<file path="config.mk">
export PLATFORM = sky130hd
export DESIGN_NAME = wav_pcm_stream_parser
export DESIGN_NICKNAME = d
export VERILOG_FILES = /design/src/hdl/wpp_pkg.sv /design/src/hdl/wav_pcm_stream_parser.sv /design/src/hdl/wpp_fifo.sv /design/src/hdl/wpp_div.sv /design/src/hdl/wpp_core.sv
export SDC_FILE = /design/constraint.sdc
export NUM_CORES = 2
export LEC_CHECK = 0
export ABC_AREA = 1
export BUFFER_PORTS_ARGS = -buffer_cell sky130_fd_sc_hd__buf_2
export CAP_MARGIN = 40
export CORE_ASPECT_RATIO = 0.7
export CORE_MARGIN = 8
export CORE_UTILIZATION = 57
export DETAILED_ROUTE_END_ITERATION = 10
export GPL_TIMING_DRIVEN = 1
export PLACE_DENSITY = 0.74
export SLEW_MARGIN = 5
export SYNTH_ARGS = -nofsm -noshare
export SYNTH_HDL_FRONTEND = slang
export SYNTH_HIERARCHICAL = 1
export SYNTH_SLANG_ARGS = --single-unit
</file>
<file path="constraint.sdc">
create_clock -name clk -period 34.8 [get_ports clk]
set_input_delay 5.22 -clock clk [delete_from_list [all_inputs] [get_ports clk]]
set_output_delay 5.22 -clock clk [all_outputs]
set_load 0.005 [all_outputs]
</file>
<file path="src/hdl/wpp_pkg.sv">
// Shared types and constants of the RIFF/WAVE PCM byte-stream parser.
// Holds the result beat layout, result kinds and error codes.
// No dependencies.
package wpp_pkg;

	localparam logic [31:0] TAG_RIFF = 32'h4646_4952;
	localparam logic [31:0] TAG_WAVE = 32'h4556_4157;
	localparam logic [31:0] TAG_FMT  = 32'h2074_6D66;
	localparam logic [31:0] TAG_DATA = 32'h6174_6164;
	localparam logic [32:0] POS_MAX  = 33'h1_FFFF_FFFF;
	localparam logic [31:0] FMT_SIZE = 32'd16;

	localparam logic [1:0] KIND_FORMAT = 2'd0;
	localparam logic [1:0] KIND_SAMPLE = 2'd1;
	localparam logic [1:0] KIND_ERROR  = 2'd2;
	localparam logic [1:0] KIND_EMPTY  = 2'd3;

	localparam logic [2:0] ERR_NO_RIFF   = 3'd0;
	localparam logic [2:0] ERR_NO_WAVE   = 3'd1;
	localparam logic [2:0] ERR_NO_FMT    = 3'd2;
	localparam logic [2:0] ERR_NOT_PCM   = 3'd3;
	localparam logic [2:0] ERR_NO_DATA   = 3'd4;
	localparam logic [2:0] ERR_BAD_WIDTH = 3'd5;
	localparam logic [2:0] ERR_TRUNCATED = 3'd6;

	// One input beat: file byte plus end-of-file mark.
	typedef struct packed {
		logic       end_of_file;
		logic [7:0] data_byte;
	} wpp_byte_t;

	// One result beat.
	typedef struct packed {
		logic [1:0]  kind;
		logic [31:0] sample_value;
		logic [15:0] channel;
		logic [31:0] frame_index;
		logic [15:0] channel_count;
		logic [31:0] rate_hz;
		logic [15:0] sample_width;
		logic [2:0]  error_code;
		logic        last;
	} wpp_res_t;

endpackage

</file>
<file path="src/hdl/wav_pcm_stream_parser.sv">
// RIFF/WAVE PCM parser taking one file byte a beat and giving format, sample
// and error beats. The parser core takes one byte a cycle while the result queue
// has room and no division runs. After the last byte of the data chunk's size
// header, the frame count goes through a one-bit-a-cycle divider, and bytes wait
// in the input queue meanwhile. Results pass through a queue of their own, so
// bytes keep flowing while a result waits to be popped.
// Depends on wpp_pkg, wpp_fifo and wpp_core.
module wav_pcm_stream_parser #(
	parameter int IN_DEPTH_LOG2 = 2,
	parameter int OUT_DEPTH_LOG2 = 2
) (
	input  logic        clk,
	input  logic        arst_n,
	input  logic        push,
	output logic        full,
	input  logic [7:0]  data_byte,
	input  logic        end_of_file,
	input  logic        pop,
	output logic        empty,
	output logic [1:0]  kind,
	output logic [31:0] sample_value,
	output logic [15:0] channel,
	output logic [31:0] frame_index,
	output logic [15:0] channel_count,
	output logic [31:0] rate_hz,
	output logic [15:0] sample_width,
	output logic [2:0]  error_code,
	output logic        last
);
	import wpp_pkg::*;

	wpp_byte_t in_w, in_r;
	wpp_res_t  res_w, res_r;
	logic      in_empty, in_take, out_full, out_push;

	assign in_w.data_byte   = data_byte;
	assign in_w.end_of_file = end_of_file;

	// front: byte queue
	wpp_fifo #(.W($bits(wpp_byte_t)), .DEPTH_LOG2(IN_DEPTH_LOG2)) u_in (
		.clk(clk), .arst_n(arst_n), .wr(push), .wdata(in_w), .full(full),
		.rd(in_take), .empty(in_empty), .rdata(in_r)
	);

	wpp_core u_core (
		.clk(clk), .arst_n(arst_n), .in_valid(!in_empty), .in_beat(in_r),
		.in_take(in_take), .out_full(out_full), .out_push(out_push), .out_beat(res_w)
	);

	// back: result queue
	wpp_fifo #(.W($bits(wpp_res_t)), .DEPTH_LOG2(OUT_DEPTH_LOG2)) u_out (
		.clk(clk), .arst_n(arst_n), .wr(out_push), .wdata(res_w), .full(out_full),
		.rd(pop), .empty(empty), .rdata(res_r)
	);

	assign kind          = res_r.kind;
	assign sample_value  = res_r.sample_value;
	assign channel       = res_r.channel;
	assign frame_index   = res_r.frame_index;
	assign channel_count = res_r.channel_count;
	assign rate_hz       = res_r.rate_hz;
	assign sample_width  = res_r.sample_width;
	assign error_code    = res_r.error_code;
	assign last          = res_r.last;

	a_no_overflow: assert property (@(posedge clk) disable iff (!arst_n)
		out_push |-> !out_full) else $error("result pushed into a full queue");
	a_take_valid: assert property (@(posedge clk) disable iff (!arst_n)
		in_take |-> !in_empty) else $error("byte taken from an empty queue");
	a_push_kind: assert property (@(posedge clk) disable iff (!arst_n)
		(out_push && res_w.kind == KIND_SAMPLE) |-> (res_w.error_code == ERR_NO_RIFF))
		else $error("sample beat carries an error code");

endmodule

</file>
<file path="src/hdl/wpp_fifo.sv">
// Small synchronous queue built from a register array.
// Used for the input byte queue and the result queue; no package needed.
module wpp_fifo #(
	parameter int W = 8,
	parameter int DEPTH_LOG2 = 2
) (
	input  logic         clk,
	input  logic         arst_n,
	input  logic         wr,
	input  logic [W-1:0] wdata,
	output logic         full,
	input  logic         rd,
	output logic         empty,
	output logic [W-1:0] rdata
);
	localparam int DEPTH = 1 << DEPTH_LOG2;

	logic [W-1:0]          mem_q [DEPTH];
	logic [DEPTH_LOG2-1:0] wptr_q, rptr_q;
	logic [DEPTH_LOG2:0]   cnt_q;
	logic                  do_wr, do_rd;

	assign full  = (cnt_q == DEPTH_LOG2'(0) + (DEPTH_LOG2+1)'(DEPTH));
	assign empty = (cnt_q == '0);
	assign do_wr = wr && !full;
	assign do_rd = rd && !empty;
	assign rdata = mem_q[rptr_q];

	// store beat
	always_ff @(posedge clk) begin
		if (do_wr) begin
			mem_q[wptr_q] <= wdata;
		end
	end

	// advance pointers and fill count
	always_ff @(posedge clk or negedge arst_n) begin
		if (!arst_n) begin
			wptr_q <= '0;
			rptr_q <= '0;
			cnt_q  <= '0;
		end else begin
			if (do_wr) begin
				wptr_q <= wptr_q + 1'b1;
			end
			if (do_rd) begin
				rptr_q <= rptr_q + 1'b1;
			end
			if (do_wr && !do_rd) begin
				cnt_q <= cnt_q + 1'b1;
			end else if (do_rd && !do_wr) begin
				cnt_q <= cnt_q - 1'b1;
			end
		end
	end

endmodule

</file>
<file path="src/hdl/wpp_div.sv">
// Radix-2 restoring divider, 32-bit dividend by 16-bit divisor, one bit a cycle.
// Standalone; used by the parser core for the frame count of the data chunk.
module wpp_div (
	input  logic        clk,
	input  logic        arst_n,
	input  logic        start,
	input  logic [31:0] dividend,
	input  logic [15:0] divisor,
	output logic        busy,
	output logic [31:0] quotient
);
	logic [16:0] rem_q;
	logic [31:0] quo_q;
	logic [15:0] dvs_q;
	logic [5:0]  cnt_q;
	logic [16:0] trial;
	logic        fits;

	assign busy     = (cnt_q != '0);
	assign quotient = quo_q;
	assign trial    = {rem_q[15:0], quo_q[31]};
	assign fits     = (trial >= {1'b0, dvs_q});

	// shift in one quotient bit a cycle
	always_ff @(posedge clk) begin
		if (start) begin
			rem_q <= '0;
			quo_q <= dividend;
			dvs_q <= divisor;
		end else if (busy) begin
			rem_q <= fits ? (trial - {1'b0, dvs_q}) : trial;
			quo_q <= {quo_q[30:0], fits};
		end
	end

	// count steps
	always_ff @(posedge clk or negedge arst_n) begin
		if (!arst_n) begin
			cnt_q <= '0;
		end else if (start) begin
			cnt_q <= 6'd32;
		end else if (busy) begin
			cnt_q <= cnt_q - 6'd1;
		end
	end

endmodule

</file>
<file path="src/hdl/wpp_core.sv">
// Parser engine: walks the RIFF header, chunk search, fmt fields and sample data.
// Depends on wpp_pkg and wpp_div.
module wpp_core (
	input  logic              clk,
	input  logic              arst_n,
	input  logic              in_valid,
	input  wpp_pkg::wpp_byte_t in_beat,
	output logic              in_take,
	input  logic              out_full,
	output logic              out_push,
	output wpp_pkg::wpp_res_t out_beat
);
	import wpp_pkg::*;

	typedef enum logic [4:0] {
		P_RIFF, P_RLEN, P_WAVE,
		P_SEEK_FMT, P_SKIPLEN_FMT, P_SKIP_FMT,
		P_FSIZE, P_FFMT, P_CHANS, P_RATE, P_BRATE, P_ALIGN, P_BITS,
		P_SEEK_DATA, P_SKIPLEN_DATA, P_SKIP_DATA,
		P_DSIZE, P_DIVW, P_SAMPLES, P_IDLE
	} phase_t;

	phase_t      phase_q, phase_n;
	logic [32:0] pos_q, pos_n, rend_q, rend_n, skip_q, skip_n;
	logic [31:0] fsh_q, fsh_n, rate_q, rate_n, drem_q, drem_n, fcnt_q, fcnt_n;
	logic [31:0] ssh_q, ssh_n;
	logic [2:0]  fbc_q, fbc_n;
	logic [15:0] chans_q, chans_n, align_q, align_n, width_q, width_n;
	logic [15:0] chi_q, chi_n, bif_q, bif_n;
	logic [17:0] fbytes_q, fbytes_n;
	logic        eofp_q, eofp_n;

	logic        fire, finish, div_busy, div_start, eof, wok, fmt_ok, seek_fail;
	logic [31:0] div_quo, gsh, ssh, frames, flip;
	logic [7:0]  b;
	logic [2:0]  gcnt, glen, bps, sbps;
	logic [17:0] fb;
	logic [33:0] rend_chk;
	logic [15:0] v16;
	wpp_res_t    res;
	logic        emit;

	assign b        = in_beat.data_byte;
	assign eof      = in_beat.end_of_file;
	assign fire     = in_valid && !out_full && (phase_q != P_DIVW);
	assign finish   = (phase_q == P_DIVW) && !div_busy && !out_full;
	assign in_take  = fire;
	assign out_push = emit;
	assign out_beat = res;

	assign gsh  = fsh_q | ({24'd0, b} << {fbc_q[1:0], 3'd0});
	assign gcnt = fbc_q + 3'd1;
	assign v16  = gsh[15:0];
	assign sbps = width_q[5:3];
	assign ssh  = ssh_q | ({24'd0, b} << {fbc_q[1:0], 3'd0});
	assign flip = (width_q > 16'd8) ? (32'd1 << (width_q[4:0] - 5'd1)) : 32'd0;
	assign frames = (align_q == '0) ? '0 : div_quo;

	// field lengths of the gathering phases
	always_comb begin
		case (phase_q)
			P_FFMT, P_CHANS, P_ALIGN, P_BITS: glen = 3'd2;
			default: glen = 3'd4;
		endcase
	end

	// width check and bytes of sample data in one frame
	always_comb begin
		wok = (v16 == 16'd8) || (v16 == 16'd16) || (v16 == 16'd24) || (v16 == 16'd32);
		bps = v16[5:3];
		case (bps)
			3'd1:    fb = {2'b0, chans_q};
			3'd2:    fb = {1'b0, chans_q, 1'b0};
			3'd3:    fb = {2'b0, chans_q} + {1'b0, chans_q, 1'b0};
			3'd4:    fb = {chans_q, 2'b0};
			default: fb = '0;
		endcase
		fmt_ok = wok && (chans_q != '0) && (align_q != '0) && ({2'b0, align_q} >= fb);
	end

	// next state for one byte or for the end of the division
	always_comb begin
		phase_n = phase_q; pos_n = pos_q; rend_n = rend_q; skip_n = skip_q;
		fsh_n = fsh_q; fbc_n = fbc_q; rate_n = rate_q; drem_n = drem_q;
		fcnt_n = fcnt_q; ssh_n = ssh_q; chans_n = chans_q; align_n = align_q;
		width_n = width_q; chi_n = chi_q; bif_n = bif_q; fbytes_n = fbytes_q;
		eofp_n = eofp_q;
		res = '0; emit = 1'b0; div_start = 1'b0;
		rend_chk = '0; seek_fail = 1'b0;
		if (fire) begin
			pos_n = (pos_q == POS_MAX) ? pos_q : pos_q + 33'd1;
			// gather little-endian field bytes
			if (phase_q != P_SKIP_FMT && phase_q != P_SKIP_DATA &&
			    phase_q != P_SAMPLES && phase_q != P_IDLE) begin
				if (gcnt >= glen) begin
					fsh_n = '0;
					fbc_n = '0;
				end else begin
					fsh_n = gsh;
					fbc_n = gcnt;
				end
			end
			case (phase_q)
				P_RIFF: begin
					if (gcnt >= glen) begin
						if (gsh == TAG_RIFF) begin
							phase_n = P_RLEN;
						end else begin
							emit = 1'b1; res.kind = KIND_ERROR;
							res.error_code = ERR_NO_RIFF; phase_n = P_IDLE;
						end
					end
				end
				P_RLEN: begin
					if (gcnt >= glen) begin
						rend_n = {1'b0, gsh} + pos_n;
						phase_n = P_WAVE;
					end
				end
				P_WAVE: begin
					if (gcnt >= glen) begin
						if (gsh == TAG_WAVE) begin
							phase_n = P_SEEK_FMT;
						end else begin
							emit = 1'b1; res.kind = KIND_ERROR;
							res.error_code = ERR_NO_WAVE; phase_n = P_IDLE;
						end
					end
				end
				P_SEEK_FMT, P_SEEK_DATA: begin
					if (fbc_q == '0 && !(({1'b0, pos_q} + 34'd4) < {1'b0, rend_q})) begin
						emit = 1'b1; res.kind = KIND_ERROR;
						res.error_code = (phase_q == P_SEEK_DATA) ? ERR_NO_DATA : ERR_NO_FMT;
						phase_n = P_IDLE;
						fsh_n = '0; fbc_n = '0;
					end else if (gcnt >= glen) begin
						if (phase_q == P_SEEK_DATA) begin
							phase_n = (gsh == TAG_DATA) ? P_DSIZE : P_SKIPLEN_DATA;
						end else begin
							phase_n = (gsh == TAG_FMT) ? P_FSIZE : P_SKIPLEN_FMT;
						end
					end
				end
				P_SKIPLEN_FMT, P_SKIPLEN_DATA: begin
					if (gcnt >= glen) begin
						skip_n = {1'b0, gsh} + {32'd0, gsh[0]};
						if (skip_n != '0) begin
							phase_n = (phase_q == P_SKIPLEN_DATA) ? P_SKIP_DATA : P_SKIP_FMT;
						end else begin
							phase_n = (phase_q == P_SKIPLEN_DATA) ? P_SEEK_DATA : P_SEEK_FMT;
						end
					end
				end
				P_SKIP_FMT, P_SKIP_DATA: begin
					skip_n = (skip_q != '0) ? skip_q - 33'd1 : skip_q;
					if (skip_n == '0) begin
						phase_n = (phase_q == P_SKIP_DATA) ? P_SEEK_DATA : P_SEEK_FMT;
					end
				end
				P_FSIZE: begin
					if (gcnt >= glen) begin
						skip_n = {1'b0, gsh};
						phase_n = P_FFMT;
					end
				end
				P_FFMT: begin
					if (gcnt >= glen) begin
						if (gsh != 32'd1 || skip_q != {1'b0, FMT_SIZE}) begin
							emit = 1'b1; res.kind = KIND_ERROR;
							res.error_code = ERR_NOT_PCM; phase_n = P_IDLE;
						end else begin
							skip_n = '0;
							phase_n = P_CHANS;
						end
					end
				end
				P_CHANS: begin
					if (gcnt >= glen) begin
						chans_n = v16; phase_n = P_RATE;
					end
				end
				P_RATE: begin
					if (gcnt >= glen) begin
						rate_n = gsh; phase_n = P_BRATE;
					end
				end
				P_BRATE: begin
					if (gcnt >= glen) begin
						phase_n = P_ALIGN;
					end
				end
				P_ALIGN: begin
					if (gcnt >= glen) begin
						align_n = v16; phase_n = P_BITS;
					end
				end
				P_BITS: begin
					if (gcnt >= glen) begin
						width_n = v16;
						fbytes_n = fb;
						emit = 1'b1;
						if (!fmt_ok) begin
							res.kind = KIND_ERROR; res.error_code = ERR_BAD_WIDTH;
							phase_n = P_IDLE;
						end else begin
							res.kind = KIND_FORMAT; res.channel_count = chans_q;
							res.rate_hz = rate_q; res.sample_width = v16;
							phase_n = P_SEEK_DATA;
						end
					end
				end
				P_DSIZE: begin
					if (gcnt >= glen) begin
						div_start = 1'b1;
						eofp_n = eof;
						phase_n = P_DIVW;
					end
				end
				P_SAMPLES: begin
					if ({2'b0, bif_q} < fbytes_q) begin
						ssh_n = ssh;
						fbc_n = gcnt;
						if (gcnt >= sbps) begin
							emit = 1'b1; res.kind = KIND_SAMPLE;
							res.sample_value = ssh ^ flip; res.channel = chi_q;
							res.frame_index = fcnt_q;
							res.last = ({1'b0, chi_q} + 17'd1 == {1'b0, chans_q}) &&
							           (drem_q == 32'd1);
							chi_n = chi_q + 16'd1;
							fbc_n = '0; ssh_n = '0;
						end
					end
					bif_n = bif_q + 16'd1;
					if (bif_n >= align_q) begin
						bif_n = '0; chi_n = '0; fbc_n = '0; ssh_n = '0;
						fcnt_n = fcnt_q + 32'd1;
						drem_n = drem_q - 32'd1;
						if (drem_n == '0) begin
							phase_n = P_IDLE;
						end
					end
				end
				default: begin
					phase_n = P_IDLE;
				end
			endcase
		end else if (finish) begin
			// apply the frame count of the data chunk
			if (frames == '0) begin
				emit = 1'b1; res.kind = KIND_EMPTY; phase_n = P_IDLE;
			end else begin
				drem_n = frames; fcnt_n = '0; chi_n = '0; bif_n = '0; ssh_n = '0;
				phase_n = P_SAMPLES;
			end
		end

		// end of file: flag an unfinished parse, then restart
		if ((fire && eof && !(phase_q == P_DSIZE && gcnt >= glen)) ||
		    (finish && eofp_q)) begin
			if (phase_n != P_IDLE && !(emit && res.kind == KIND_ERROR)) begin
				rend_chk = {1'b0, pos_n} + 34'd4;
				seek_fail = (phase_n == P_SEEK_FMT || phase_n == P_SEEK_DATA) &&
				            (fbc_n == '0) && !(rend_chk < {1'b0, rend_n});
				res = '0; emit = 1'b1; res.kind = KIND_ERROR;
				res.error_code = !seek_fail ? ERR_TRUNCATED :
				                 (phase_n == P_SEEK_DATA) ? ERR_NO_DATA : ERR_NO_FMT;
			end
			phase_n = P_RIFF; pos_n = '0; rend_n = '0; skip_n = '0; fsh_n = '0;
			fbc_n = '0; rate_n = '0; drem_n = '0; fcnt_n = '0; ssh_n = '0;
			chans_n = '0; align_n = '0; width_n = '0; chi_n = '0; bif_n = '0;
			fbytes_n = '0; eofp_n = 1'b0;
		end
	end

	// hold parser state
	always_ff @(posedge clk or negedge arst_n) begin
		if (!arst_n) begin
			phase_q <= P_RIFF; pos_q <= '0; rend_q <= '0; skip_q <= '0;
			fsh_q <= '0; fbc_q <= '0; rate_q <= '0; drem_q <= '0; fcnt_q <= '0;
			ssh_q <= '0; chans_q <= '0; align_q <= '0; width_q <= '0;
			chi_q <= '0; bif_q <= '0; fbytes_q <= '0; eofp_q <= 1'b0;
		end else begin
			phase_q <= phase_n; pos_q <= pos_n; rend_q <= rend_n; skip_q <= skip_n;
			fsh_q <= fsh_n; fbc_q <= fbc_n; rate_q <= rate_n; drem_q <= drem_n;
			fcnt_q <= fcnt_n; ssh_q <= ssh_n; chans_q <= chans_n; align_q <= align_n;
			width_q <= width_n; chi_q <= chi_n; bif_q <= bif_n; fbytes_q <= fbytes_n;
			eofp_q <= eofp_n;
		end
	end

	wpp_div u_div (
		.clk      (clk),
		.arst_n   (arst_n),
		.start    (div_start),
		.dividend (gsh),
		.divisor  (align_q),
		.busy     (div_busy),
		.quotient (div_quo)
	);

endmodule
</file>
# Yosys cells after proc, flatten, opt, wreduce, memory -nomap -nowiden
# Memory sizes are Yosys's and may differ from the RTL's.
# Cells that the tools add are included.
[word_totals] in_bits=13 output_inout_bits=152 reg_bits=450 mem_count=2 ram_bits=636
[op_classes] shift=2 magnitude_cmp=9 add_sub_neg=24 n_mux=185 reduce_logical=87 n_bitwise=3 eq_ne=55
[memory_table] memory="u_out.mem_q" depth=4 width=150 rd=1 rd_clocked_by_memory_dff=0 wr=1 line="wpp_fifo.sv:18" rtl="logic [W-1:0] mem_q [DEPTH];"
[memory_table] memory="u_in.mem_q" depth=4 width=9 rd=1 rd_clocked_by_memory_dff=0 wr=1 line="wpp_fifo.sv:18"
[ops] op="$mux 32" n=32
[ops] op="$mux 33" n=14
[ops] op="$mux 16" n=23
[ops] op="$mux 150" n=2
[ops] op="$mux 148" n=1
[ops] op="$mux 5" n=27
[ops] op="$pmux 33 s4" n=1
[ops] op="$mux 64" n=2
[ops] op="$eq 32x31->1 const B" n=3
[ops] op="$mux 82" n=1
[ops] op="$mux 81" n=1
[ops] op="$mux 80" n=1
[ops] op="$pmux 5 s15" n=1
[ops] op="$mux 18" n=4
[ops] op="$pmux 18 s4" n=1
[ops] op="$add 33x3->34 const B" n=2
[ops] op="$lt 34x33->1" n=2
[ops] op="$mux 67" n=1
[ops] op="$reduce_bool 33->1" n=2
[ops] op="$logic_not 32->1" n=2
[ops] op="$or 32x32->32" n=2
[ops] op="$mux 3" n=20
[ops] op="$eq 5x4->1 const B" n=9
[ops] op="$add 32x1->33" n=1
[ops] op="73 further kinds" n=210

# Longest topological paths before layout
# An unclocked memory read counts as a cell.
[depth] word_depth=25 depth_mapped=44 mapped_depth_nobuf=43

# By module
# The synthesis kept the hierarchy.
[by_module_without_submodules] module="wpp_core" cells_each=4663 area_each_um2=31181.2 instances=1
[by_module_without_submodules] module="wpp_fifo (u_out)" cells_each=1811 area_each_um2=24418.4 instances=1
[by_module_without_submodules] module="wpp_div" cells_each=521 area_each_um2=4070.2 instances=1
[by_module_without_submodules] module="wpp_fifo (u_in)" cells_each=166 area_each_um2=2000.7 instances=1
[by_module_without_submodules] module="wav_pcm_stream_parser" cells_each=1 area_each_um2=3.8 instances=1

# Worst setup path after synthesis
# OpenSTA, ideal clock, no wires.
[synth_timing] path_kind="register to register" startpoint="register u_in.rptr_q[0]" endpoint="memory u_out/mem_q[0][0] (netlist bit), enable pin" setup_slack_ns=23.485 path_buffers=2 arrival_ns=10.653 stages_incl_launch_ff=35 cell_sequence="dfrtp_1 > inv_2 > buf_6 > buf_8 > o211ai_2 > nand2_1 > nand3_1 > nand2_1 > ha_1 > nand2_1 > nor2_2 > nand2_1 > nor2_1 > inv_1 > nor4_2 > nand2_1 > nor3_1 > xor2_1 > nand3_1 > nor2_1 > nand3b_1 > nor3_1 > ha_1 > nand2_1 > nand3_1 > o21ai_0 > nor4_1 > nand2_1 > a21oi_1 > a21oi_2 > nand4_1 > nand2_2 > nand3_1 > nand2_1 > nor2_1"
[synth_rtl] element="from (decl)" line="wpp_fifo.sv:19" rtl="logic [DEPTH_LOG2-1:0] wptr_q, rptr_q;"
[synth_rtl] element="from (signal assigned)" line="wpp_fifo.sv:47" rtl="rptr_q <= rptr_q + 1'b1;"
[synth_rtl] element="to (decl)" line="wpp_fifo.sv:18"

# Worst setup path after layout
[layout_timing] startpoint="register u_out.rptr_q[0]" endpoint="output frame_index[2]"
[layout_between] elab_chain_len=1
[layout_lines] element="from (decl)" line="wpp_fifo.sv:19"
[layout_lines] element="from (signal assigned)" line="wpp_fifo.sv:47"
[layout_lines] element="$mem_v2 4x150"
[layout_lines] element="to (decl)" line="wav_pcm_stream_parser.sv:23" rtl="output logic [31:0] frame_index,"
# No other way between the ends.

==> results.md <==
- Status: complete, no violations
- Core area: approximately 110000 um^2
- CTS resizes: 0
- Die height: approximately 290 um
- Clk sinks: 1086
- Clock-pin slew on the worst setup and hold paths: roughly 60 ps
- Yosys cell types: between 60 and 70
- Nets: around 7500
- Cell row count: 101
- Asr flop ratio synth: a little over a third
- Avg Inst Size Synth: between 8 and 9 um^2
- First-pass DRT Iterations: 6
- Fill count: just over 9000
- Top post-synthesis cells by count: 1761 x nand2_1, 1053 x inv_1, 684 x edfxtp_1
- Sw Ratio: a little under 50%
- Lkg Pwr: between 20 and 30 nW
- Cell breakdown of the critical path: inv_16, buf_16, buf_4, buf_4, buf_16, buf_4, buf_16, nand2_1, o211ai_1, nand2_1, buf_2
- Area contributors post-synth: edfxtp_1 33%, dfrtp_1 16%, nand2_1 11%
- Fin. Hold Viols: 0
- Post-DP HPWL: 130 mm
- Max transition margin: between 20% and 30%
- Largest net degree at the start of global routing: 282
- Root Buffer: clkbuf_16
- DRT iter0 DRCs: roughly 5700
- VDD IR max: between 100 and 150 uV
- Number of port buffers: between 150 and 200
- CTS max path bufs: 3
- Area grow syn2layout: 8.52%
- H-tree levels: 3
- Routability Congestion: roughly 1.1
- Proportion of power drawn by the clock network: between 15 and 20%
- Syn Inst Count: approximately 7000
- First-pass GRT wire length: 277 mm
- FMAX: between 90 and 100 MHz
- Worst Tran Pin Value: about 1200 ps
- Register area share after synthesis: 49.5%
- Initial antenna violation count: 7
- CP arrival: ~5000 ps
- WS Path Type: register to output port
- DRC: 0
- Reg power frac: between 20 and 30%
- Share of cells above drive strength 1: 8.34%
- Cell Area, Synth: between 60000 and 70000 um^2
- #FFs+latches synth: ~1100
- Chip Width: approximately 410 um
- Synth top area share: 33.3%
- CP Capture Type: output port
- Max-Cap Viols: 0
- Hold-fix buffers at CTS: 0
- CTS Buf Count: a little over 100
- Kind of start point of the critical path: register
- Setup Skew: 46.4 ps
- Worst Path Required: roughly 30000 ps
- Count leader, synth: nand2_1
- Final Critical Period: slightly above 10000 ps
- Final hold slack: approximately 450 ps
- Initial core utilization: between 50 and 60%
- Crit path max fanout: roughly 240
- Max incr delay on CP: between 800 and 900 ps
- Routed wire per std cell: approximately 21 um
- Pwr/cell area: around 100 nW/um^2
- Setup TNS: 0 ps
- CTS tree: yes
- Family with the most delay on the worst path: buffers and inverters
- Antenna viol nets, final: 0
- Total track usage: between 20% and 30%
- Worst hold path type: register to register
- Worst-skew pair later-pin latency: ~730 ps
- Gate power share: between 50% and 60%
- Die Area: 119000 um^2
- Vias per Instance: 5.76
- Via count: ~50000
- Area leader, netlist: edfxtp_1
- Tcrit/Tclk final: ~29%
- GR Overflow Total: 0
- Crit path buf inv count: 8
- Final setup fails: 0
- Vias in the first global route: ~47000
- Syn. warnings: 6
- Total net switching power: about 0.0034 W
- Pint: 0.00355 W
- Slew Limit Fails: 0
- # IOs: between 150 and 200
- Crit path max-delay cell type: buf_4
- RSZ-0062 raised after global routing: no
- Top FF cell, synth: edfxtp_1
- Post-synth EDFFs: 684
- Total wire length: about 180 mm
- Setup Buffers After CTS: 0
## final timing paths
check                                     end  cells past startpoint             start  slack (ps)
min in group asynchronous   u_core/rend_q[24]                      1            arst_n        4560
max in group asynchronous   u_core/chans_q[1]                      5            arst_n       27550
setup / recovery               frame_index[2]                     11   u_out/rptr_q[0]       24610
hold / removal               u_core/fcnt_q[2]                      1  u_core/fcnt_q[2]         450
setup reg to reg           u_out/mem_q[0][68]                     35    u_in/rptr_q[0]       24850
hold reg to reg              u_core/fcnt_q[2]                      1  u_core/fcnt_q[2]         450
## cells in the final DEF, fill, tap and decap left out, types with 68 or more instances in the layout
cell type,count
edfxtp_1,684
inv_1,1052
nand3_1,296
o21ai_0,343
a21oi_1,190
ha_1,219
clkbuf_16,103
nor3_1,72
nand2_1,1760
nor2_2,68
dfrtp_1,385
xor2_1,192
o211ai_1,298
buf_2,166
nand4_1,97
nor2_1,646
o22ai_1,137
## worst reg2reg max path, delay by kind of cell, from the launching register on
kind | cells | cell delay (ps)
buffers and inverters | 5 | 2750
AOI/OAI and AO/OA | 4 | 540
adders and majority gates | 2 | 530
xor gates and xnor gates | 1 | 260
and+or+nand+nor | 23 | 5090
DFF | 1 | 400
## registers in the layout, summed over array words and instances, names as in the netlist, 18 cells and up
register,cells
u_core/ssh_q,32
u_core/fsh_q,32
u_core/fbytes_q,18
u_out/mem_q,600
u_core/rend_q,33
u_core/u_div/quotient,32
u_core/fcnt_q,32
u_in/mem_q,36
u_core/skip_q,33
u_core/drem_q,32
u_core/rate_q,32
u_core/pos_q,33
## cell families (layout without fill, tap and decap cells)
group	count (synthesis)	after routing	share of synthesized area, %
AND/OR/NAND/NOR	3065	3065	20.8
buffers and inverters	1367	1511	9.49
flip-flops	1086	1086	49.5
multiplexers	2	2	0.0345
AO/OA/AOI/OAI	1174	1174	12.1
other	1	13	0.00608
XOR/XNOR	243	243	3.45
adder cells (fa/ha/maj)	224	224	4.61
## through the flow
step	instances	worst slack [ps]	cell area (um^2)	utilization, %	total power (W)
after global routing	8760	24120	66900	62.0	0.00733
after global placement	8548	25300	63100	58.5	0.00556
after floorplan	7172	23480	61700	-	0.00449
after CTS	8756	24640	66900	62.0	0.00684
final	8760	24610	66900	62.0	0.00690
after detailed placement	8562	25130	63300	58.7	0.00565
## cell type report
| type | count | area (um^2) | share of cell area (%) |
|---|---|---|---|
| Multi-Input combinational cell | 4719 | 25400 | 38.0 |
| Antenna cell | 2 | 5.00 | 0.00748 |
| Clock buffer | 127 | 2700 | 4.03 |
| Clock inverter | 67 | 842 | 1.26 |
| Inverter | 1081 | 4080 | 6.10 |
| Sequential cell | 1086 | 30500 | 45.6 |
| Tap cell | 1442 | 1800 | 2.70 |
| Timing Repair Buffer | 236 | 1550 | 2.31 |
## power groups by stage
| stage | Clock (W) | Combinational [W] | Sequential (W) |
|---|---|---|---|
| after CTS | 0.00120 | 0.00361 | 0.00204 |
| final | 0.00118 | 0.00368 | 0.00204 |
| after detailed placement | 0 | 0.00359 | 0.00206 |
| after global routing | 0.00124 | 0.00401 | 0.00208 |
| after floorplan | 0 | 0.00243 | 0.00206 |
| after global placement | 0 | 0.00352 | 0.00205 |
## metal layers
layer / vias up / part of all wire, % / global-route usage [%]
li1: 23962 / - / -
met1: 23961 / 43 / 42.6
met2: 2226 / 43 / 43.6
met3: 336 / 10 / 6.52
met4: 4 / 3.4 / 9.13
met5: - / 0.015 / 0
No activity file was read; power rests on OpenSTA's default activity.
